<file path="config.mk">
export PLATFORM = sky130hd
export DESIGN_NAME = arpc_ctrl
export DESIGN_NICKNAME = d
export VERILOG_FILES = /design/src/hdl/arpc_pkg.sv /design/src/hdl/arpc_ctrl.sv
export SDC_FILE = /design/constraint.sdc
export NUM_CORES = 1
export LEC_CHECK = 0
export BUFFER_PORTS_ARGS = -buffer_cell sky130_fd_sc_hd__buf_2
export CORE_MARGIN = 8
export CORE_UTILIZATION = 30
export DETAILED_ROUTE_END_ITERATION = 16
export GPL_TIMING_DRIVEN = 0
export PLACE_DENSITY_LB_ADDON = 0.1
export SLEW_MARGIN = 20
export SYNTH_ARGS = -nofsm -noshare
export SYNTH_HDL_FRONTEND = slang
export SYNTH_SLANG_ARGS = --single-unit
</file>
<file path="constraint.sdc">
create_clock -name clk -period 6.4 [get_ports clk]
set_input_delay 0.96 -clock clk [delete_from_list [all_inputs] [get_ports clk]]
set_output_delay 0.96 -clock clk [all_outputs]
set_load 0.05 [all_outputs]
</file>
<file path="src/hdl/arpc_pkg.sv">
// Package for the ARP cache engine: sizes, operation and result codes,
// the item structs of both channels and the structs shared by the controller and the cell row.
// No dependencies.
`timescale 1ns / 1ps
`default_nettype none

package arpc_pkg;

    localparam int CACHE_ENTRIES = 32;
    localparam int IDX_W = $clog2(CACHE_ENTRIES);

    localparam logic [1:0] OP_LOOKUP = 2'd0;
    localparam logic [1:0] OP_INSERT = 2'd1;
    localparam logic [1:0] OP_PACKET = 2'd2;

    localparam logic [1:0] STAT_OK      = 2'd0;
    localparam logic [1:0] STAT_MISS    = 2'd1;
    localparam logic [1:0] STAT_DROP    = 2'd2;
    localparam logic [1:0] STAT_IGNORED = 2'd3;

    localparam logic [1:0] ACT_NONE     = 2'd0;
    localparam logic [1:0] ACT_UPDATED  = 2'd1;
    localparam logic [1:0] ACT_INSERTED = 2'd2;

    localparam logic [15:0] HW_ETHERNET  = 16'h0001;
    localparam logic [15:0] PROTO_IPV4   = 16'h0800;
    localparam logic [7:0]  HW_ADDR_LEN  = 8'd6;
    localparam logic [7:0]  IP_ADDR_LEN  = 8'd4;
    localparam logic [15:0] OPC_REQUEST  = 16'd1;
    localparam logic [10:0] MIN_PKT_LEN  = 11'd28;

    typedef struct packed {
        logic [1:0]  operation;
        logic [3:0]  if_index;
        logic [31:0] ip_addr;
        logic [47:0] mac_addr;
        logic [31:0] tgt_ip;
        logic [15:0] hw_type;
        logic [15:0] proto_type;
        logic [15:0] addr_lengths;
        logic [15:0] arp_opcode;
        logic [10:0] packet_len;
        logic [31:0] local_ip;
        logic [47:0] local_mac;
    } arpc_req_t;

    typedef struct packed {
        logic [1:0]  status;
        logic [1:0]  table_action;
        logic [47:0] found_mac;
        logic        reply_valid;
        logic [47:0] reply_dest_mac;
        logic [31:0] reply_dest_ip;
    } arpc_rsp_t;

    typedef struct packed {
        logic        token;
        logic        hit;
        logic [47:0] mac;
    } arpc_link_t;

    typedef struct packed {
        logic [31:0] ip;
        logic [3:0]  iface;
        logic [47:0] mac;
        logic        wr_hit;
        logic        wr_new;
    } arpc_cmd_t;

    typedef enum logic [1:0] {
        ST_IDLE,
        ST_LAUNCH,
        ST_SCAN,
        ST_FINISH
    } arpc_state_t;

endpackage

`default_nettype wire

</file>
<file path="src/hdl/arpc_ctrl.sv">
// Controller of the ARP cache: takes items, launches the search token down the
// cell row, decides the table update and holds the result item. Depends on arpc_pkg.
`timescale 1ns / 1ps
`default_nettype none

module arpc_ctrl (
    input  wire logic                           clk,
    input  wire logic                           rst_n,
    input  wire logic                           req_valid,
    output logic                                req_stall,
    input  wire arpc_pkg::arpc_req_t            req,
    output logic                                rsp_valid,
    input  wire logic                           rsp_stall,
    output arpc_pkg::arpc_rsp_t                 rsp,
    output logic                                launch,
    input  wire arpc_pkg::arpc_link_t           tail,
    output arpc_pkg::arpc_cmd_t                 cmd,
    output logic [arpc_pkg::IDX_W-1:0]          ptr
);
    import arpc_pkg::*;

    arpc_state_t       state_reg, state_next;
    arpc_req_t         item_reg, item_next;
    logic              hit_reg, hit_next;
    logic [47:0]       hmac_reg, hmac_next;
    logic [IDX_W-1:0]  ptr_reg, ptr_next;
    logic              rsp_valid_reg, rsp_valid_next;
    arpc_rsp_t         rsp_reg, rsp_next;
    arpc_rsp_t         result;
    logic              hdr_ok;
    logic              to_me;
    logic              ip_nz;
    logic              want_hit;
    logic              want_new;
    logic              out_free;

    always_comb
    begin
        hdr_ok = (item_reg.packet_len >= MIN_PKT_LEN)
              && (item_reg.hw_type == HW_ETHERNET)
              && (item_reg.proto_type == PROTO_IPV4)
              && (item_reg.addr_lengths[15:8] == HW_ADDR_LEN)
              && (item_reg.addr_lengths[7:0] == IP_ADDR_LEN);
        to_me  = (item_reg.tgt_ip == item_reg.local_ip) && (item_reg.local_ip != 32'd0);
        ip_nz  = (item_reg.ip_addr != 32'd0);

        result   = '0;
        want_hit = 1'b0;
        want_new = 1'b0;
        case (item_reg.operation)
            OP_LOOKUP:
            begin
                if (hit_reg)
                    result.found_mac = hmac_reg;
                else
                    result.status = STAT_MISS;
            end
            OP_INSERT:
            begin
                if (!ip_nz)
                    result.status = STAT_IGNORED;
                else if (hit_reg)
                begin
                    want_hit            = 1'b1;
                    result.table_action = ACT_UPDATED;
                end
                else
                begin
                    want_new            = 1'b1;
                    result.table_action = ACT_INSERTED;
                end
            end
            OP_PACKET:
            begin
                if (!hdr_ok)
                    result.status = STAT_DROP;
                else
                begin
                    if (ip_nz && hit_reg)
                    begin
                        want_hit            = 1'b1;
                        result.table_action = ACT_UPDATED;
                    end
                    else if (ip_nz && to_me)
                    begin
                        want_new            = 1'b1;
                        result.table_action = ACT_INSERTED;
                    end
                    if ((item_reg.arp_opcode == OPC_REQUEST) && to_me)
                    begin
                        result.reply_valid    = 1'b1;
                        result.reply_dest_mac = item_reg.mac_addr;
                        result.reply_dest_ip  = item_reg.ip_addr;
                    end
                end
            end
            default:
            begin
                result = '0;
            end
        endcase
    end

    always_comb
    begin
        out_free       = !rsp_valid_reg || !rsp_stall;
        state_next     = state_reg;
        item_next      = item_reg;
        hit_next       = hit_reg;
        hmac_next      = hmac_reg;
        ptr_next       = ptr_reg;
        rsp_next       = rsp_reg;
        rsp_valid_next = rsp_valid_reg && rsp_stall;
        req_stall      = 1'b1;
        launch         = 1'b0;
        cmd.ip         = item_reg.ip_addr;
        cmd.iface      = item_reg.if_index;
        cmd.mac        = item_reg.mac_addr;
        cmd.wr_hit     = 1'b0;
        cmd.wr_new     = 1'b0;

        case (state_reg)
            ST_IDLE:
            begin
                req_stall = 1'b0;
                if (req_valid)
                begin
                    item_next  = req;
                    state_next = ST_LAUNCH;
                end
            end
            ST_LAUNCH:
            begin
                launch     = 1'b1;
                state_next = ST_SCAN;
            end
            ST_SCAN:
            begin
                if (tail.token)
                begin
                    hit_next   = tail.hit;
                    hmac_next  = tail.mac;
                    state_next = ST_FINISH;
                end
            end
            ST_FINISH:
            begin
                if (out_free)
                begin
                    cmd.wr_hit     = want_hit;
                    cmd.wr_new     = want_new;
                    rsp_next       = result;
                    rsp_valid_next = 1'b1;
                    if (want_new)
                    begin
                        if (ptr_reg == IDX_W'(CACHE_ENTRIES - 1))
                            ptr_next = '0;
                        else
                            ptr_next = ptr_reg + IDX_W'(1);
                    end
                    state_next = ST_IDLE;
                end
            end
            default:
            begin
                state_next = ST_IDLE;
            end
        endcase
    end

    always_ff @(posedge clk or negedge rst_n)
    begin
        if (!rst_n)
        begin
            state_reg     <= ST_IDLE;
            ptr_reg       <= '0;
            rsp_valid_reg <= 1'b0;
        end
        else
        begin
            state_reg     <= state_next;
            ptr_reg       <= ptr_next;
            rsp_valid_reg <= rsp_valid_next;
        end
    end

    always_ff @(posedge clk)
    begin
        item_reg <= item_next;
        hit_reg  <= hit_next;
        hmac_reg <= hmac_next;
        rsp_reg  <= rsp_next;
    end

    assign rsp_valid = rsp_valid_reg;
    assign rsp       = rsp_reg;
    assign ptr       = ptr_reg;

    // The insert slot stays inside the table.
    a_ptr_range: assert property (@(posedge clk) disable iff (!rst_n)
        ptr_reg <= IDX_W'(CACHE_ENTRIES - 1))
        else $error("insert slot out of range");
    // An update is only issued when the search found the key.
    a_upd_needs_hit: assert property (@(posedge clk) disable iff (!rst_n)
        cmd.wr_hit |-> hit_reg)
        else $error("update without a hit");
    // A launch is always followed by the scan.
    a_launch_scan: assert property (@(posedge clk) disable iff (!rst_n)
        launch |=> (state_reg == ST_SCAN))
        else $error("launch not followed by scan");
    // The pointer moves only when a new entry is written.
    a_ptr_moves: assert property (@(posedge clk) disable iff (!rst_n)
        !cmd.wr_new |=> $stable(ptr_reg))
        else $error("insert slot moved without insert");

endmodule

`default_nettype wire

</file>
======== Word level (Yosys, flattened, before mapping) ========
Index checks and enable logic that the tools add are counted.
word-level totals
  register bits after elaboration ......... 415
  output and inout port bits .............. 227
operators by class
  reduce and logical (&&, ||, !) cells .... 24
  $lt $le $gt $ge ......................... 1
  multiplexer cells ....................... 33
  equal/unequal tests ..................... 15
  $add $sub $neg .......................... 1
operators by type and width
  operator                                                                              count
  81-bit two-way mux                                                                    1
  32-bit nonzero test                                                                   2
  16-bit by 1-bit == test with 1-bit output, second input constant                      2
  32-bit == test                                                                        1
  2-bit two-way mux                                                                     12
  16-bit by 12-bit == test with 1-bit output, second input constant                     1
  8-bit by 3-bit == test with 1-bit output, second input constant                       2
  1-bit two-way mux                                                                     14
  11-bit by 5-bit greater-or-equal comparator with 1-bit output, second input constant  1
  2-bit AND reduction                                                                   5
  1-bit logical AND                                                                     9
  3-bit AND reduction                                                                   3
  2-bit case mux with 4 select lines                                                    1
  2-bit == test, second input constant                                                  3
  2-bit inequality test, second input constant                                          3
  2-bit case mux with 3 select lines                                                    1
  5-bit by 1-bit adder with 5-bit output, second input constant                         1
  5-bit == test, second input constant                                                  1
  5-bit two-way mux                                                                     1
  2-bit by 1-bit == test with 1-bit output, second input constant                       2
  2-bit zero test                                                                       2
  1-bit case mux with 2 select lines                                                    2
  2-bit case mux with 2 select lines                                                    1
  1-bit zero test                                                                       2
  1-bit logical OR                                                                      1

======== Depth between registers and ports, before layout ========
  depth after elaboration ................. 9
  gate-level depth with buffers ........... 7
  mapped depth without buffers ............ 7

======== Worst setup path before layout ========
No wires, ideal clock.
  path kind ............................... input-to-reg
  start point ............................. input port req_valid
  end point ............................... register item_reg (netlist bit cmd[10]) (enable)
  setup time .............................. 0.611 ns
  stages on the path ...................... 1
  slack ................................... -0.190 ns
  arrival ................................. 5.979 ns
  path buffers ............................ 0
  cells stage by stage .................... and2_1
on the way
  longest elaborated chain between the ends .. 1
ends and longest elaborated chain
  what                           RTL line          source
  start, declared                arpc_ctrl.sv:9    input wire logic req_valid,
  2-bit AND reduction (no line)  --
  end signal, assigned           arpc_ctrl.sv:189  item_reg <= item_next;
  end, declared                  arpc_ctrl.sv:23   arpc_req_t item_reg, item_next;
Every way passes these cells.
A chain may end at the register's enable or synchronous reset.

==> metrics.txt <==
status completed; Most used DFF post-synth edfxtp_1; DP Cell Count a little under 2000; Routed Antenna Nets 0; M3 GR Usage 5.60%; DR vias/cell 4.17; gr usage total 14.2%; Yosys reg bits roughly 410; Rel. slew slack 39.5%; DR vias 8705; Max Clk Rate 0.233 GHz; Port Buffers 503; syn avg cell area 18.8 sq um; switching power 3.34 mW; async set-or-reset flop fraction in the synthesized netlist 1.94%; Final Worst Setup Slack 2.10 ns; number of global-route vias before repair 9305; top-area cell type share of the netlist area 80.6%; Core Region roughly 50000 sq um; RSZ-0062 raised after global routing no; layout cells sized above 1 48.6%; Iter 0 DRT Violations between 300 and 400; max FFs per register 139; global-route wire length before repair 60200 microns; Crit. End Element output pin; Die Y 240 microns; Congestion Overflow GR 0; Post-synth EDFFs roughly 410; max cap viols 0; cell family with most CP delay simple AND/OR/NAND/NOR gates; Buf+Inv Stages, Crit Path 1; Tcrit/Tclk final 67.2%; I/O pins 554; H-Tree Depth 2; Min Hold Slack 0.233 ns; Synth Warn # 0; Placer Congestion about 0.75; Synth top cells by count 405 x edfxtp_1, 84 x buf_4, 83 x and2_1; Initial Util slightly above 30%; ranking of synthesized cells by area edfxtp_1 81%, buf_4 4.2%, and2_1 3.4%, and3_1 2.1%, xor2_1 1.9%; worst stage delay on the critical path slightly above 0.8 ns; fin util 40.4%; Mapped Area around 15000 sq um; Hold Path Class input port to asynchronous set/reset pin; Setup Skew 0.0170 ns; leakage 7.97 nW; Die W 240 microns; DRT Pass-1 Iters 4; Rows 82; Most Crowded Layer GR met2; switch share 36.2%; Layout Cells excl Fill 2087; Final Max Tran Viols 0; Internal Pwr Total 5.89 mW; Max Root-Sink Buffers 3; Layout area overhead 33.8%; drt drc 0; Clock Power Share 29.1%; Layout Nets 1700; GR Util met2 24.8%; CP max stage cell nor4b_1; Flop pwr share 42.7%; CTS tree yes; clk root buf clkbuf_16; hpwl dp 33300 microns; sequential share of the synthesized area 81.9%; most numerous cell in the Yosys netlist edfxtp_1; # hold bufs at CTS 0; largest net degree at the start of global routing between 90 and 100; Mapped Cells 804; die area 57800 sq um; Critical Path Source Type flip-flop; Tmin final 4.30 ns; worst-path maximum fanout 2; Post-CTS Setup Bufs 0; Clock Latency Late Sink 0.57 ns; met1 GRT Util 15.8%; Crit Path Class flip-flop to output pin; PwrDens 457 nW/um^2; Peak VDD IR ~0.00023 V; CP Cell Sequence nor4_1, nand4_1, nor4b_1, a21oi_1, nor4_1, and2_1, buf_2; worst path arrival time 3.34 ns; Final Hold Violating Endpoints 0; Most Frequent Cell on Critical Path nor4_1; clk sink count 413; actual slew at the worst max-slew pin 0.895 ns; Num CTS Buffers 48; WP data required 5.44 ns; wire per inst 20.6 microns; count of final setup violators 0; Synth area leader edfxtp_1; total power 9.23 mW; Comb pwr share 28.2%; quantity of gates resized following cts 0; clock-pin slew on the worst setup and hold paths around 0.060 ns; routed wire length 43000 microns; pre-CTS setup slack 2.44 ns; initial antenna violation count 23; library cells used by synthesis 34; Synth Net Count 1142
-- cells by family after synthesis --
family                     Yosys count  share of synthesized area [%]
AOI/OAI and AO/OA                   14                          0.696
adders and majority gates           11                          0.912
buffers and inverters              112                           4.87
muxes                                3                          0.298
and+or+nand+nor                    219                           9.47
DFF                                413                           81.9
xor gates and xnor gates            32                           1.86
-- placed cells by master, fill, tap and decap left out, types with 2 or more instances in the layout --
cell type | netlist | final
a21oi_1 | 4 | 4
and2_1 | 83 | 81
and2_4 | 0 | 2
and3_1 | 50 | 50
buf_16 | 0 | 5
buf_2 | 0 | 503
buf_4 | 84 | 84
bufinv_16 | 0 | 5
clkbuf_1 | 18 | 25
clkbuf_16 | 0 | 49
clkinv_1 | 0 | 13
clkinv_2 | 0 | 9
clkinvlp_4 | 0 | 3
dfrtp_1 | 8 | 8
diode_2 | 0 | 14
edfxtp_1 | 405 | 405
ha_1 | 11 | 11
inv_1 | 10 | 9
inv_6 | 0 | 3
mux2_4 | 3 | 3
nand2_1 | 10 | 10
nand3_1 | 3 | 3
nand4_1 | 11 | 11
nor2_1 | 7 | 7
nor4_1 | 35 | 35
nor4_2 | 5 | 5
nor4_4 | 2 | 2
nor4b_1 | 3 | 3
nor4b_2 | 2 | 2
o21ai_0 | 3 | 3
o221ai_1 | 2 | 2
o2bb2ai_1 | 2 | 2
xor2_1 | 32 | 32
-- per-layer routing --
| metal | wire length, microns | share of wire (%) |
|---|---|---|
| met1 | 16000 | 37 |
| met2 | 21900 | 51 |
| met3 | 4080 | 9.5 |
| met4 | 902 | 2.1 |
| met5 | 106 | 0.25 |
-- path summary, 6_finish.rpt --
check                         startpoint            to  slack, ns  cells past startpoint
max reg2reg                item_reg[140]       rsp[19]       2.89                      7
max in group asynchronous          rst_n        ptr[4]       5.98                      1
max                        item_reg[140]        cmd[1]       2.10                      7
min                                rst_n  state_reg[0]       0.23                      1
min reg2reg                       ptr[4]        ptr[4]       0.54                      1
min in group clk                  ptr[4]        ptr[4]       0.54                      1
-- power by group through the flow --
stage	clock, mW	sequential, mW	combinational (mW)
5_1_grt	2.87	4.00	2.74
3_5_place_dp	0	4.01	2.66
2_1_floorplan	0	5.03	0.858
3_3_place_gp	0	4.12	2.59
6_report	2.68	3.94	2.61
4_1_cts	2.76	3.95	2.66
-- through the flow --
stage | setup TNS (ns) | cell area [sq um]
final | 0 | 20200
after global routing | 0 | 20200
after CTS | 0 | 20200
after detailed placement | 0 | 18600
after global placement | -0.790 | 18500
after floorplan | 0 | 15100
-- area by class of cell --
type / count / area, sq um
Fill cell: 4724 / 29800
Sequential cell: 413 / 12400
Timing Repair Buffer: 508 / 2660
Multi-Input combinational cell: 279 / 2010
Clock buffer: 56 / 1250
Tap cell: 672 / 841
Buffer: 102 / 698
Clock inverter: 33 / 293
Inverter: 10 / 45.0
Antenna cell: 14 / 35.0
No activity file was read; power rests on OpenSTA's default activity.
