<file path="src/hdl/arpc_pkg.sv">
// Package for the ARP cache engine: sizes, operation and result codes,
// the item structs of both channels and the structs shared by the controller and the cell row.
// No dependencies.
`timescale 1ns / 1ps
`default_nettype none

package arpc_pkg;

    localparam int CACHE_ENTRIES = 32;
    localparam int IDX_W = $clog2(CACHE_ENTRIES);

    localparam logic [1:0] OP_LOOKUP = 2'd0;
    localparam logic [1:0] OP_INSERT = 2'd1;
    localparam logic [1:0] OP_PACKET = 2'd2;

    localparam logic [1:0] STAT_OK      = 2'd0;
    localparam logic [1:0] STAT_MISS    = 2'd1;
    localparam logic [1:0] STAT_DROP    = 2'd2;
    localparam logic [1:0] STAT_IGNORED = 2'd3;

    localparam logic [1:0] ACT_NONE     = 2'd0;
    localparam logic [1:0] ACT_UPDATED  = 2'd1;
    localparam logic [1:0] ACT_INSERTED = 2'd2;

    localparam logic [15:0] HW_ETHERNET  = 16'h0001;
    localparam logic [15:0] PROTO_IPV4   = 16'h0800;
    localparam logic [7:0]  HW_ADDR_LEN  = 8'd6;
    localparam logic [7:0]  IP_ADDR_LEN  = 8'd4;
    localparam logic [15:0] OPC_REQUEST  = 16'd1;
    localparam logic [10:0] MIN_PKT_LEN  = 11'd28;

    typedef struct packed {
        logic [1:0]  operation;
        logic [3:0]  if_index;
        logic [31:0] ip_addr;
        logic [47:0] mac_addr;
        logic [31:0] tgt_ip;
        logic [15:0] hw_type;
        logic [15:0] proto_type;
        logic [15:0] addr_lengths;
        logic [15:0] arp_opcode;
        logic [10:0] packet_len;
        logic [31:0] local_ip;
        logic [47:0] local_mac;
    } arpc_req_t;

    typedef struct packed {
        logic [1:0]  status;
        logic [1:0]  table_action;
        logic [47:0] found_mac;
        logic        reply_valid;
        logic [47:0] reply_dest_mac;
        logic [31:0] reply_dest_ip;
    } arpc_rsp_t;

    typedef struct packed {
        logic        token;
        logic        hit;
        logic [47:0] mac;
    } arpc_link_t;

    typedef struct packed {
        logic [31:0] ip;
        logic [3:0]  iface;
        logic [47:0] mac;
        logic        wr_hit;
        logic        wr_new;
    } arpc_cmd_t;

    typedef enum logic [1:0] {
        ST_IDLE,
        ST_LAUNCH,
        ST_SCAN,
        ST_FINISH
    } arpc_state_t;

endpackage

`default_nettype wire

</file>
<file path="src/hdl/arpc_cell.sv">
// One cache entry of the ARP cache row: stored key and MAC, key compare,
// and one stage of the search token path. Depends on arpc_pkg.
`timescale 1ns / 1ps
`default_nettype none

module arpc_cell (
    input  wire logic                 clk,
    input  wire logic                 rst_n,
    input  wire arpc_pkg::arpc_link_t link_in,
    output arpc_pkg::arpc_link_t      link_out,
    input  wire arpc_pkg::arpc_cmd_t  cmd,
    input  wire logic                 slot_sel,
    output logic                      matched
);
    import arpc_pkg::*;

    logic [31:0] ip_reg, ip_next;
    logic [3:0]  if_reg, if_next;
    logic [47:0] mac_reg, mac_next;
    logic        match_reg, match_next;
    arpc_link_t  link_reg, link_next;
    logic        cmp;
    logic        hit_here;
    logic        wr_new;
    logic        wr_upd;

    always_comb
    begin
        cmp      = (ip_reg == cmd.ip) && (if_reg == cmd.iface) && (cmd.ip != 32'd0);
        hit_here = link_in.token && cmp;

        link_next.token = link_in.token;
        link_next.hit   = link_in.hit || hit_here;
        link_next.mac   = hit_here ? mac_reg : link_in.mac;

        match_next = link_in.token ? cmp : match_reg;

        wr_new = cmd.wr_new && slot_sel;
        wr_upd = cmd.wr_hit && match_reg;

        ip_next  = ip_reg;
        if_next  = if_reg;
        mac_next = mac_reg;
        if (wr_new)
        begin
            ip_next  = cmd.ip;
            if_next  = cmd.iface;
            mac_next = cmd.mac;
        end
        else if (wr_upd)
        begin
            mac_next = cmd.mac;
        end
    end

    always_ff @(posedge clk or negedge rst_n)
    begin
        if (!rst_n)
        begin
            ip_reg    <= '0;
            if_reg    <= '0;
            match_reg <= 1'b0;
            link_reg  <= '0;
        end
        else
        begin
            ip_reg    <= ip_next;
            if_reg    <= if_next;
            match_reg <= match_next;
            link_reg  <= link_next;
        end
    end

    always_ff @(posedge clk)
    begin
        mac_reg <= mac_next;
    end

    assign link_out = link_reg;
    assign matched  = match_reg;

    // A new entry is only written where no entry of the same key exists.
    a_new_not_hit: assert property (@(posedge clk) disable iff (!rst_n)
        !(cmd.wr_new && cmd.wr_hit))
        else $error("cell sees update and insert together");
    // An empty entry never reports a match.
    a_empty_no_match: assert property (@(posedge clk) disable iff (!rst_n)
        link_in.token && (ip_reg == 32'd0) |=> !match_reg)
        else $error("empty entry matched");
    // The token leaves in the cycle after it arrives.
    a_token_moves: assert property (@(posedge clk) disable iff (!rst_n)
        link_in.token |=> link_out.token)
        else $error("token lost in cell");

endmodule

`default_nettype wire

</file>
<file path="config.mk">
export PLATFORM = sky130hd
export DESIGN_NAME = arpc_cell
export DESIGN_NICKNAME = d
export VERILOG_FILES = /design/src/hdl/arpc_pkg.sv /design/src/hdl/arpc_cell.sv
export SDC_FILE = /design/constraint.sdc
export NUM_CORES = 1
export LEC_CHECK = 0
export BUFFER_PORTS_ARGS = -buffer_cell sky130_fd_sc_hd__buf_4
export CAP_MARGIN = 5
export CELL_PAD_IN_SITES_DETAIL_PLACEMENT = 0
export CELL_PAD_IN_SITES_GLOBAL_PLACEMENT = 1
export CORE_ASPECT_RATIO = 0.8
export CORE_MARGIN = 4
export CORE_UTILIZATION = 40
export CTS_CLUSTER_DIAMETER = 40
export DETAILED_ROUTE_END_ITERATION = 10
export PLACE_DENSITY_LB_ADDON = 0.1
export SLEW_MARGIN = 30
export SYNTH_ARGS = -nofsm -noshare
export SYNTH_HDL_FRONTEND = slang
export SYNTH_SLANG_ARGS = --single-unit
</file>
<file path="constraint.sdc">
create_clock -name clk -period 2.57 [get_ports clk]
set_input_delay 0.1285 -clock clk [delete_from_list [all_inputs] [get_ports clk]]
set_output_delay 0.1285 -clock clk [all_outputs]
set_load 0.02 [all_outputs]
</file>
# [After elaboration in Yosys (flattened, before gate mapping)]
# Index checks and enable logic that the tools add are counted.
# Widths: inputs -> output; s select.
[word_totals] reg_bits=135 out_inout_bits=51
[classes] n_eq_ne=2 muxes=3 n_reduce_logical=8
[ops] op="$mux 48" count=3
[ops] op="$eq 32x32->1" count=1
[ops] op="$reduce_bool 32->1" count=1
[ops] op="$logic_and 1x1->1" count=5
[ops] op="$eq 4x4->1" count=1
[ops] op="$reduce_bool 2->1" count=1
[ops] op="$logic_or 1x1->1" count=1

# [Logic depth before layout (Yosys ltp)]
# Gate-level depths: netlist of run 1.
[depth] depth_word=5 depth_mapped=6

# [Worst setup path after synthesis of run 1]
# OpenSTA, ideal clock, no wires.
[synth_path] kind="input to register" startpoint="input cmd[0] (netlist bit)" endpoint="register mac_reg[0], enable pin" t_arrival_ns=1.618 slack_ns=0.369 path_stages=3 path_cell_list="nand2_1 clkbuf_1 nand2_1"
[synth_via] elab_chain_len=2
[synth_lines] element="start: declaration" line_no="arpc_cell.sv:11" text="input wire arpc_pkg::arpc_cmd_t cmd,"
[synth_lines] element="$logic_and 1x1->1" line_no="arpc_cell.sv:38" text="wr_new = cmd.wr_new && slot_sel;"
[synth_lines] element="$reduce_bool 2->1 (no source line)"
[synth_lines] element="end signal: assignment" line_no="arpc_cell.sv:76" text="mac_reg <= mac_next;"
[synth_lines] element="end: declaration" line_no="arpc_cell.sv:19" text="logic [47:0] mac_reg, mac_next;"
# No other way between the ends.
# A chain may end at the register's enable or synchronous reset.

==> results of run 1 <==
## how the worst max path moves through the flow
stage          startpoint      endpoint  slack (ns)  depth (start not counted)
2_1_floorplan      cmd[0]    mac_reg[0]        0.37                          3
5_1_grt        ip_reg[10]  link_out[15]        0.28                          6
3_3_place_gp   ip_reg[10]  link_out[11]        0.39                          6
4_1_cts        ip_reg[10]  link_out[15]        0.36                          6
6_report          cmd[82]  link_out[15]        0.39                          8
3_5_place_dp   ip_reg[10]  link_out[15]        0.38                          6
## cells in the final DEF (no fill, tap or decap)
cell and count:
sky130_fd_sc_hd__nand4_1 4, sky130_fd_sc_hd__buf_12 3, sky130_fd_sc_hd__nor4_1 15, sky130_fd_sc_hd__o2111ai_1 1
sky130_fd_sc_hd__nor3_4 1, sky130_fd_sc_hd__clkbuf_1 3, sky130_fd_sc_hd__clkbuf_16 17, sky130_fd_sc_hd__diode_2 1
sky130_fd_sc_hd__dfrtp_1 87, sky130_fd_sc_hd__inv_1 1, sky130_fd_sc_hd__nor3_1 1, sky130_fd_sc_hd__edfxtp_1 48
sky130_fd_sc_hd__nand2_2 1, sky130_fd_sc_hd__mux2_2 36, sky130_fd_sc_hd__bufinv_16 4, sky130_fd_sc_hd__xor2_1 35
sky130_fd_sc_hd__xnor2_1 1, sky130_fd_sc_hd__clkbuf_8 1, sky130_fd_sc_hd__clkinvlp_4 1, sky130_fd_sc_hd__a21o_1 1
sky130_fd_sc_hd__inv_6 2, sky130_fd_sc_hd__clkinv_4 2, sky130_fd_sc_hd__dlygate4sd3_1 134, sky130_fd_sc_hd__mux2_4 48
sky130_fd_sc_hd__or2_2 1, sky130_fd_sc_hd__buf_4 192, sky130_fd_sc_hd__nand2_1 2, sky130_fd_sc_hd__clkinv_2 2
sky130_fd_sc_hd__nor4_2 1
## metal layers
| metal | up-vias | wire [um] | share of wire, % | GRT usage, % |
|---|---|---|---|---|
| li1 | 1747 | - | - | - |
| met1 | 1802 | 4908 | 37 | 19.45 |
| met4 | 0 | 269 | 2.0 | 5.851 |
| met3 | 18 | 908 | 6.9 | 6.806 |
| met2 | 116 | 7131 | 54 | 32.93 |
| met5 | - | 0 | 0 | 0 |
## where the power goes
group	leakage [uW]	total [uW]	internal (uW)	switching, uW
combinational	0.00219	782	493	289
sequential	0.00147	2490	2420	78.1
clock	0.000302	2550	1660	890
total	0.00396	5820	4570	1260
## worst max-delay path: cells and delay by family
family / cells / cell delay, ns
multiplexers: 1 / 0.32
buffers and inverters: 3 / 0.89
AO/OA/AOI/OAI: 1 / 0.32
AND/OR/NAND/NOR: 3 / 0.78
## repair_timing
item / 4_1_cts / 5_1_grt
hold endpoints to repair: 168 / 0
gates resized for setup: 0 / 0
hold buffers: 134 / 0
## cell families after synthesis
kind of cell              after synthesis
DFF                                   135
muxes                                  84
xor gates and xnor gates               36
and+or+nand+nor                        26
buffers and inverters                   9
AOI/OAI and AO/OA                       2
## cell type report
class,instances,area (sq um),share of cell area [%]
diodes,1,2.502,0.02799
clock buffers,21,450.4,5.038
clock inverters,11,172.7,1.931
inverters,1,3.754,0.04199
multi-input cells,148,1630,18.24
flip-flops and latches,135,3618,40.48
well taps,175,219.0,2.449
repair buffers,329,2843,31.80
## per-stage QoR
step                power [uW]  worst slack, ns  hold WS [ns]
floorplan                 2813           0.3687       -0.1671
global placement          3138           0.3895        0.1225
detailed placement        3153           0.3796        0.1308
CTS                       5878           0.3558     0.0003607
global route              6072           0.2792      0.002216
finish                    5823           0.3917       0.01266
==> results.md, run 1 <==
Drt:
- The overall routed net length is between 10000 and 15000 um.
- The first detailed-routing pass took 4 iterations.
- The average via count per standard cell is roughly 4.5.
- The count of nets left with antenna violations once routing finished came out at 0.
- The total number of vias is between 3000 and 4000.
- The number of DRC violations after detailed-routing iteration 0 is 124.
- Dividing the detail-routed wire length by the instance count gives 16.10 um.
- In the routed design, unresolved DRC markers number 0.

Worst setup path:
- The worst register-to-register path begins at ip_reg[5].
- Walking the worst path, the cells encountered are dlygate4sd3_1 -> buf_4 -> nor4_1 -> nand4_1 -> o2111ai_1 -> nor3_4 -> buf_12 -> mux2_4.
- The endpoint identified for the worst register-to-register timing path is link_out[15].
- In this run the register-to-register setup slack is 0.43 ns.
- STA classifies the critical path startpoint as an input port.
- In this design, the stage delay of the slowest critical-path cell is 0.54 ns.
- Data on the critical path arrives at its endpoint at 2.46 ns.
- The cell with the largest stage delay on the worst path is sky130_fd_sc_hd__dlygate4sd3_1.
- The critical path class is input port to register.
- STA puts the critical path data required time at 2.85 ns.
- Measured in cells, the most critical reg-to-reg path has a length of 6.
- The kind of capture point of the worst setup path is a register.
- The peak fanout along the critical path is 28.

Logic synthesis:
- After Yosys synthesis, full adders, half adders and majority gates account for 0% of the synthesized area.
- Synthesis produced a netlist with a net count of approximately 430.
- The area share of xor/xnor cells in the synthesized design is 5.929%.
- The mux cell area share after synthesis is 21.18%.
- The complex-gate fraction of the synthesized area is less than 1%.
- The commonest cells after synthesis are sky130_fd_sc_hd__dfrtp_1, sky130_fd_sc_hd__edfxtp_1, sky130_fd_sc_hd__mux2_4.
- The simple-gate share of the synthesized area is roughly 3.2%.
- Counting flops with a built-in enable in the synthesized netlist gives 48.
- The Yosys step of the flow raised 0 warnings.
- sky130_fd_sc_hd__dfrtp_1 is the most common cell in the netlist.
- sky130_fd_sc_hd__dfrtp_1 takes more of the synthesized area than any other cell.
- The post-synthesis cell type count is 18.
- Counting flops and latches in the post-synthesis netlist gives 135.
- The sequential-to-total area share from yosys stat is 68.05%.
- Averaged over all synthesized cells, the footprint is 18.21 sq um.
- By area the synthesized netlist is led by sky130_fd_sc_hd__dfrtp_1, sky130_fd_sc_hd__edfxtp_1, sky130_fd_sc_hd__mux2_4.
- The largest family of logic cells by synthesized area is multiplexers.
- The share of async-settable or async-resettable flops after synthesis is 64.44%.
- The flip-flop cell with the highest count after synthesis is sky130_fd_sc_hd__dfrtp_1.
- The number of instances in the synthesized netlist is approximately 290.
- The synthesized design devotes to its leading area cell type 40.94% of total area.
- The post-synth design cell area is 5318 sq um.

Timing:
- The worst clock skew is ~0.012 ns.
- The total negative slack is 0 ns.
- The count of pins over their slew limit came to 0.
- The total count of hold-check failures in the final report was 0.
- The final critical path takes up between 80% and 90% of the cycle.
- The slew at the pin closest to its max-slew limit is roughly 0.64 ns.
- The number of setup violations in the final report is 0.
- In this run the tightest slew margin relative to its limit is 57.27%.
- The final period demand of the worst path is 2.178 ns.
- Derived from the worst setup path, the maximum achievable clock frequency is 459.1 MHz.
- Setup repair after global routing left no endpoint under its margin.

Floorplan:
- Once the floorplan was initialized, standard cells occupied about two fifths of the core.
- In this run the standard cell core region covers 12920 sq um.
- The area of the die is around 15000 sq um.
- The initialized floorplan defines 37 standard-cell rows.
- From bottom edge to top edge, the die measures 111.1 um.
- For this design the top-level I/O count stands at 190.
- From left edge to right edge, the die measures around 140 um.

Clock network:
- Clock tree synthesis inserted a total of 17 buffers.
- The clock transition at the register clock pins on the worst setup and hold paths after CTS is 0.05 ns.
- The number of H-tree levels is 4.
- The clock tree buffer depth is 2.
- For the worst-skew pair, the clock arrives at the later sink with an insertion delay of approximately 0.4 ns.
- The number of sinks on the clock net is 135.
- The clock tree from TritonCTS is yes.
- The clock root buffer is sky130_fd_sc_hd__clkbuf_16.
- The number of buffers inserted by post-CTS setup repair is 0.

Finish:
- The area growth from synthesis to layout is 68.12%.
- After the last flow step, the layout net total stands at about 770.
- Once layout is complete, the utilization of the core stands at 69.21%.
- Once layout is done, the placed cells without fillers occupy about 9000 sq um.
- The fraction of layout cells with a size suffix above 1 is 48.37%.
- The register with the most flip-flops in the layout has 50 of them.
- The post-layout instance count excluding filler cells is 821.
- The total of fill cells in the finished design is between 800 and 900.

Power:
- VDD sags by at most 0.4749 mV.
- In this run the static leakage power is 0.003962 uW.
- For this design the ratio of total power to cell area is 651.4 nW/um^2.

Worst hold path:
- In this run the most critical hold path is launched from cmd[73].
- The type of the worst min-delay path is input port to register.
- The worst hold path passes through 2 cells.
- For hold timing, the worst endpoint is ip_reg[19].

Run:
- Max-cap violations in this run came to 0.

Global routing:
- The number of antenna violations at the first check in global routing is 1.
- The global routing usage summed across all routing layers is 18.21%.
- The first global-routing pass estimated 21070 um of wire.
- Entering global routing, the biggest net connects 53 pins.
- Summed over all layers, the global routing overflow is 0.
- The number of global-route vias before repair is 4204.

Outcome:
- The flow ran to the end, and the final reports show no timing, DRC or antenna violations.

Placed design:
- The placed cell area is roughly 7000 sq um.
- The number of cells in the design after placement is 654.
- Port buffering added 189 buffers.
- Routability-driven placement finished with a final weighted congestion of around 0.74.
- Once detailed placement completed, the half-perimeter wirelength came to 8495 um.
No activity file was read; power rests on OpenSTA's default activity.
==> run 2: changes to the inputs <==
- clock period: 2.57 -> 2.11 ns (I/O delays scaled with it)
==> run 2 against run 1 <==
  * The run now ends with setup timing left
  * Via count grew 2.5%
  * Clock skew shrank 0.0015 ns
  * Worst hold slack improved by 0.035 ns
  * Sequential share of layout area shrank 0.77 points
  * Global-route usage increased by 1.1 points
  * Die area did not move
  * Final cell count up 1.3%
  * Sequential cell count is the same
  * Non-clock buffer count rose by 12
  * Power rose by 19%
  * Critical endpoint is now link_out[9]
  * Largest power group is now registers
==> results.md, run 2 (same netlist as run 1, synthesis figures left out) <==
Timing:
- Setup repair after global routing could not meet its margin everywhere.
- The least setup slack across all paths after layout is -0.08839 ns.
- The worst clock skew is 0.01005 ns.
- Dividing the final minimum period by the clock period gives 104.2%.
- The smallest clock period supported by the final layout is computed as 2.198 ns.
- Measured against its own limit, the worst slew margin works out to about 62%.
- The slew at the pin closest to its max-slew limit is 0.5707 ns.
- The number of setup violations in the final report is 46.
- The total count of hold-check failures in the final report is 0.
- The highest clock frequency the design can meet is roughly 450 MHz.
- The count of pins over their slew limit was 0.

Placed design:
- Prior to clock tree synthesis, the placed netlist has a worst setup slack of -0.2823 ns.
- The number of buffers inserted by port buffering is between 150 and 200.
- Detailed placement ended at an HPWL of 8913 um.
- The routability congestion estimate is 0.7665.

Floorplan:
- The row count is 37.
- The initial core utilization is 41.17%.
- The chip height is 111.1 um.
- The core region is 12920 sq um.
- The area of the die is 15210 sq um.
- The number of top-level pins is 190.
- In this run the horizontal extent of the chip is 136.9 um.

Finish:
- The fraction of the core area covered by cells at the end of the flow is about 71%.
- The number of antenna diodes in the final layout is 0.
- The fraction of layout cells with a size suffix above 1 is 50.68%.
- The top cell types in the final layout, fill and taps aside, are sky130_fd_sc_hd__buf_4, sky130_fd_sc_hd__dlygate4sd3_1, sky130_fd_sc_hd__dfrtp_1.
- The library cell used most frequently in the layout, excluding fill and tap cells, is sky130_fd_sc_hd__buf_4.
- The area growth from synthesis to layout is 71.39%.
- For this run, the post-layout net count is 783.
- The number of flip-flops in the largest register is 50.

Worst setup path:
- STA puts the critical path data required time at 2.40 ns.
- Counting both buffers and inverters, the worst setup path holds a total of 2.
- STA classifies the critical path endpoint as a register.
- Grouping stages by cell kind, the critical path spends the most delay in simple AND/OR/NAND/NOR gates.
- At the worst endpoint, the arrival time is 2.49 ns.
- The cell depth of the worst setup path is 7.
- The slack of the worst reg-to-reg path is -0.09 ns.
- The critical path goes through xor2_1 -> nor4_2 -> nand4_1 -> nor3_4 -> buf_6 -> buf_12 -> mux2_4.
- The peak fanout along the critical path is 15.
- For this design, the slowest cell found on the critical path is sky130_fd_sc_hd__nor4_2.
- The maximum single-stage delay on the critical path is 0.43 ns.
- Measured in cells, the most critical reg-to-reg path has a length of 7.
- The critical path class is register to register.
- In this run the critical register-to-register path is launched from ip_reg[9].
- The endpoint identified for the worst register-to-register timing path is link_out[9].
- STA classifies the critical path startpoint as a register.

Clock network:
- The clock root buffer is sky130_fd_sc_hd__clkbuf_16.
- The tree built by TritonCTS fans out to 135 sinks.
- The number of H-tree levels is 4.
- The clock passes through at most 2 buffers.
- The clock tree from TritonCTS is yes.
- The clock buffer count from CTS is 17.
- At the later pin of the worst-skew pair, clock insertion delay measures ~0.4 ns.
- After clock tree synthesis, the clock-pin slew on the worst setup and hold paths is about 0.060 ns.

Global routing:
- The global-route congestion overflow total is 0.
- For this run, global-route usage on met3 was measured as 7.033%.
- Entering global routing, the biggest net connects between 40 and 50 pins.
- The global routing usage summed across all routing layers is 19.27%.
- For this run, global-route usage on met2 was measured as a little under a third.
- met2 is the most crowded layer.
- The number of antenna violations at the first check in global routing came to 0.
- The number of global-route vias before repair came to 4239.
- The wire length of the first global-routing pass is 22040 um.
- For met1 alone, demand over resource in global routing was 23.76%.

Power:
- VDD sags by at most 0.5771 mV.
- The cell internal power dissipation is ~5400 uW.
- The proportion of total power due to net switching is a little under a quarter.
- For this design the ratio of total power to cell area is ~760 nW/um^2.
- The switching power is 1568 uW.
- The combinational share of power is about 14%.
- The reported leakage power is 0.004037 uW.
- The fraction of power consumed by the clock network is 41.7%.
- The sequential share of power is a little over two fifths.

Drt:
- The detail-routed net length per standard cell is 17.20 um.
- The total iterations of the first detailed-routing run is 4.
- The first routing iteration left 155 violations.
- The count of nets left with antenna violations once routing finished came out at 0.
- Using the TritonRoute via totals, the vias-per-cell ratio works out to ~4.5.
- The total number of vias is around 3800.
- The routed design has 14310 um of wire.
- The post-route DRC violation count is 0.

Run:
- The number of max-cap violations is 0.

Worst hold path:
- The worst hold path was traced through 3 stages.
- The end of the worst hold path is ip_reg[4].
- The tightest min-delay check is of the input port to register type.
- The start point of the worst hold path is cmd[58].

Outcome:
- The flow ran to the end, but the final reports show violations.
- The checks that failed: setup timing.
## run 2: cell count changes in the layout (fill, tap and decap cells not counted), sizes merged
cell	previous run	this run
clkinvlp	1	2
clkinv	4	5
bufinv	4	2
diode	1	0
buf	195	209
dlygate4sd3	134	132
## run 2: worst max path at each step
stage	start	endpoint
floorplan	ip_reg[21]	link_out[0]
global placement	if_reg[3]	link_out[44]
detailed placement	ip_reg[11]	link_out[41]
CTS	ip_reg[19]	link_out[18]
global route	if_reg[3]	link_out[9]
finish	ip_reg[9]	link_out[9]
## run 2: layout make-up
cell class / count / area [sq um]
fill: 857 / 3802
clock inverter: 11 / 125.1
clock buffer: 21 / 460.4
tap: 175 / 219.0
inverter: 1 / 3.754
multi-input combinational: 148 / 1670
timing repair buffer: 341 / 3017
sequential: 135 / 3618
## run 2: tightest hold or removal path, delay by kind of cell
kind / cells / cell delay (ns)
buffers and inverters: 2 / 0.19
muxes: 1 / 0.13
## run 2: power by group through the flow
stage	Combinational [uW]	Clock, uW	Sequential [uW]
4_1_cts	995	2960	3040
3_5_place_dp	781	0	3090
5_1_grt	1080	3070	3060
6_report	1000	2890	3040
3_3_place_gp	769	0	3080
2_1_floorplan	293	0	3130
## run 2: repair_timing
action / CTS / global route
hold buffers: 132 / 0
hold endpoints to repair: 169 / 0
endpoints found under the setup margin: 50 / 50
setup buffers: 8 / 0
resized for setup: 13 / 7
gates cloned: 2 / 0
pin swaps: 5 / 4
## run 2: metrics by stage
step | cells | hold WS [ns] | power (uW) | setup TNS [ns] | cell area, sq um
6_report | 832 | 0.04813 | 6935 | -2.690 | 9114
5_1_grt | 832 | 0.04314 | 7213 | -7.727 | 9114
4_1_cts | 834 | 0.02776 | 6990 | -6.043 | 9120
3_5_place_dp | 661 | 0.1419 | 3868 | -13.07 | 7038
3_3_place_gp | 661 | 0.1375 | 3846 | -15.97 | 7038
2_1_floorplan | 292 | -0.1901 | 3425 | 0 | 5320
## run 2: per-layer routing
layer / wire, um / vias to the layer above
met2: 6881 / 128
met4: 295 / 0
met3: 1164 / 21
met1: 5969 / 1850
met5: 0 / -
li1: - / 1777
==> run 3: changes to the inputs <==
- BUFFER_PORTS_ARGS: -buffer_cell sky130_fd_sc_hd__buf_4 -> -buffer_cell sky130_fd_sc_hd__clkbuf_2
==> run 3 against run 2 <==
  * The flow still finishes with violations (setup timing)
  * Final cell count is 0.36% lower
  * Clock-buffer cell count is 3 lower
  * Critical path depth stayed put
  * Sequential share of layout area is 1.9 points higher
  * Clock power is 15% higher
  * Global-route usage is 0.52 points lower
  * Design area is 4.6% lower
  * Clock skew is 0.0028 ns lower
  * Worst hold slack better by 0.016 ns
  * Via count is 1.1% lower
  * Sequential cell count stayed put
  * Die area stayed put
  * Critical endpoint is now link_out[19]
  * Highest routed layer unchanged
==> results.md, run 3 (same netlist as run 1, synthesis figures left out) <==
Global routing:
- Entering global routing, the biggest net connects 49 pins.
- The first global-routing pass estimated 21510 um of wire.
- The number of global-route vias before repair came to ~4100.
- The global routing usage summed across all routing layers is 18.75%.
- The global-route congestion overflow total is 0.
- The number of antenna violations at the first check in global routing is 0.

Worst setup path:
- The peak fanout along the critical path is 18.
- The kind of capture point of the worst setup path is a register.
- The startpoint type of the worst setup path is a register.
- The critical path is of the register to register type.
- The maximum single-stage delay on the critical path is roughly 0.42 ns.
- The cell with the largest stage delay on the worst path is sky130_fd_sc_hd__nor4_2.
- For the worst setup path, the data required time is 2.40 ns.
- The most critical setup path has its startpoint at ip_reg[30].
- STA puts the critical path data arrival time at between 2 and 3 ns.
- The total buffers and inverters traversed by the critical path is 2.
- The worst register-to-register path begins at ip_reg[30].
- The critical path's top delay family is simple AND/OR/NAND/NOR gates.
- Traced cell by cell, the critical path runs through xor2_1 -> nor4_2 -> nand4_1 -> nor3_4 -> buf_4 -> buf_12 -> mux2_4.

Floorplan:
- The die width is 136.9 um.
- Once the floorplan was initialized, standard cells occupied 41.17% of the core.
- The chip height is roughly 110 um.
- Row generation in the floorplan step produced 37 rows.
- After floorplanning, the core was sized to cover 12920 sq um.
- The area of the die is 15210 sq um.
- The number of top-level pins is between 150 and 200.

Timing:
- The highest clock frequency the design can meet is roughly 450 MHz.
- The count of pins over their slew limit is 0.
- The number of setup violations in the final report is 48.
- At the pin with the least slew margin, the transition time is 0.5633 ns.
- Setup repair after global routing could not meet its margin everywhere.
- The post-route worst hold slack is 0.06424 ns.
- The least setup slack across all paths after layout is -0.09501 ns.
- The final period demand of the worst path is 2.205 ns.
- In the finished design, the share of the clock period the worst path needs comes to 104.5%.
- Between clock sinks in the finished design, the worst skew comes to 0.007213 ns.
- In this run the tightest slew margin relative to its limit is 62.45%.
- The total count of hold-check failures in the final report came to 0.

Drt:
- The number of DRC violations after detailed-routing iteration 0 is 121.
- The final layout contains routed wiring with a total length of 13600 um.
- The detailed router placed 3735 vias in this run.
- In the routed layout, each cell is associated on average with a via count of 4.505.
- The final antenna-violating net count is 0.
- For this run, the detailed router's first-pass iteration total came to 4.
- In the routed design, unresolved DRC markers number 0.
- The detail-routed net length per standard cell is 16.41 um.

Power:
- In this run the static leakage power is 0.003938 uW.
- The power density relative to cell area is roughly 840 nW/um^2.
- IR analysis of the VDD net gives a maximum drop of 0.9221 mV.

Finish:
- The finished cells cover 8696 sq um.
- The antenna cell count is 0.
- The layout has 931 filler cells.
- The layout-stage area growth over the synthesis result is 63.53%.
- The layout net count is 780.
- The most common cell after layout, fill and taps aside is sky130_fd_sc_hd__clkbuf_2.
- The number of flip-flops in the largest register is 50.
- The fraction of layout cells with a size suffix above 1 is 51.22%.
- The library cells used most frequently in the layout, excluding fill and tap cells, are sky130_fd_sc_hd__clkbuf_2, sky130_fd_sc_hd__dlygate4sd3_1, sky130_fd_sc_hd__dfrtp_1.

Worst hold path:
- The tightest min-delay check is of the input port to register type.
- The start point of the worst hold path is cmd[62].

Outcome:
- The flow ran to the end, but the final reports show violations.
- The checks that failed: setup timing.

Placed design:
- The congestion estimate from routability-driven global placement came to roughly 0.74.
- The placed instances occupy a cell area of 6568 sq um.
- The number of buffers inserted by port buffering is 189.
- Detailed placement ended at an HPWL of 8848 um.

Clock network:
- The clock drives 135 sinks.
- The clock root buffer is sky130_fd_sc_hd__clkbuf_16.
- The clock transition at the register clock pins on the worst setup and hold paths after CTS is approximately 0.060 ns.
- The clock latency of the later-clocked register in the worst-skew pair is 0.41 ns.
- TritonCTS built the clock tree.
- Counting the buffers created by CTS gives 17.
- The number of H-tree levels is 4.
- The clock tree buffer depth is 2.

Run:
- The number of max-cap violations is 0.
-- run 3: cell type report --
type / count / area (sq um) / area share, %
clock inverters: 14 / 227.7 / 2.619
multi-input cells: 148 / 1687 / 19.40
inverters: 1 / 3.754 / 0.04317
clock buffers: 18 / 439.2 / 5.050
flip-flops and latches: 135 / 3618 / 41.61
well taps: 175 / 219.0 / 2.518
repair buffers: 338 / 2501 / 28.76
-- run 3: timing repair --
item / CTS / global route
hold buffers: 131 / 0
endpoints found under the hold margin: 172 / 0
gates resized for setup: 11 / 4
pin swaps: 0 / 2
buffers inserted: 4 / 0
cloned: 2 / 0
endpoints found under the setup margin: 50 / 50
-- run 3: routing by layer --
| layer | vias to the layer above | GRT usage (%) | routed length (um) |
|---|---|---|---|
| met4 | 0 | 5.851 | 166 |
| met5 | - | 0 | 0 |
| met2 | 115 | 30.56 | 6713 |
| met1 | 1831 | 23.07 | 5670 |
| li1 | 1774 | - | - |
| met3 | 15 | 7.078 | 1049 |
-- run 3: worst paths after layout --
| path | to | slack, ns | cells past startpoint |
|---|---|---|---|
| worst max-delay path | link_out[19] | -0.1 | 7 |
| worst min-delay path | ip_reg[8] | 0.06 | 3 |
| worst max register to register | link_out[19] | -0.1 | 7 |
| worst min register to register | link_out[41] | 0.47 | 1 |
| max in group asynchronous | link_out[22] | 1.21 | 3 |
| min in group asynchronous | link_out[8] | 0.23 | 2 |
-- run 3: tightest hold or removal path, stage by stage --
cell and delay (ns):
sky130_fd_sc_hd__clkbuf_2 0.10, sky130_fd_sc_hd__buf_4 0.11, sky130_fd_sc_hd__mux2_2 0.13
-- run 3: report_power, final --
part | internal, uW | switching [uW]
registers | 2940 | 95.8
clock network | 2240 | 1090
logic | 517 | 383
-- run 3: metrics by stage --
stage	setup slack, ns	util (%)	setup TNS (ns)	cells	power (uW)
detailed placement	-0.2926	50.85	-13.56	661	3768
floorplan	0.1738	-	0	292	3425
global placement	-0.3138	50.85	-14.96	661	3747
finish	-0.09501	67.33	-3.175	829	7262
global route	-0.1428	67.33	-5.301	829	7567
CTS	-0.09073	67.13	-2.812	829	7339
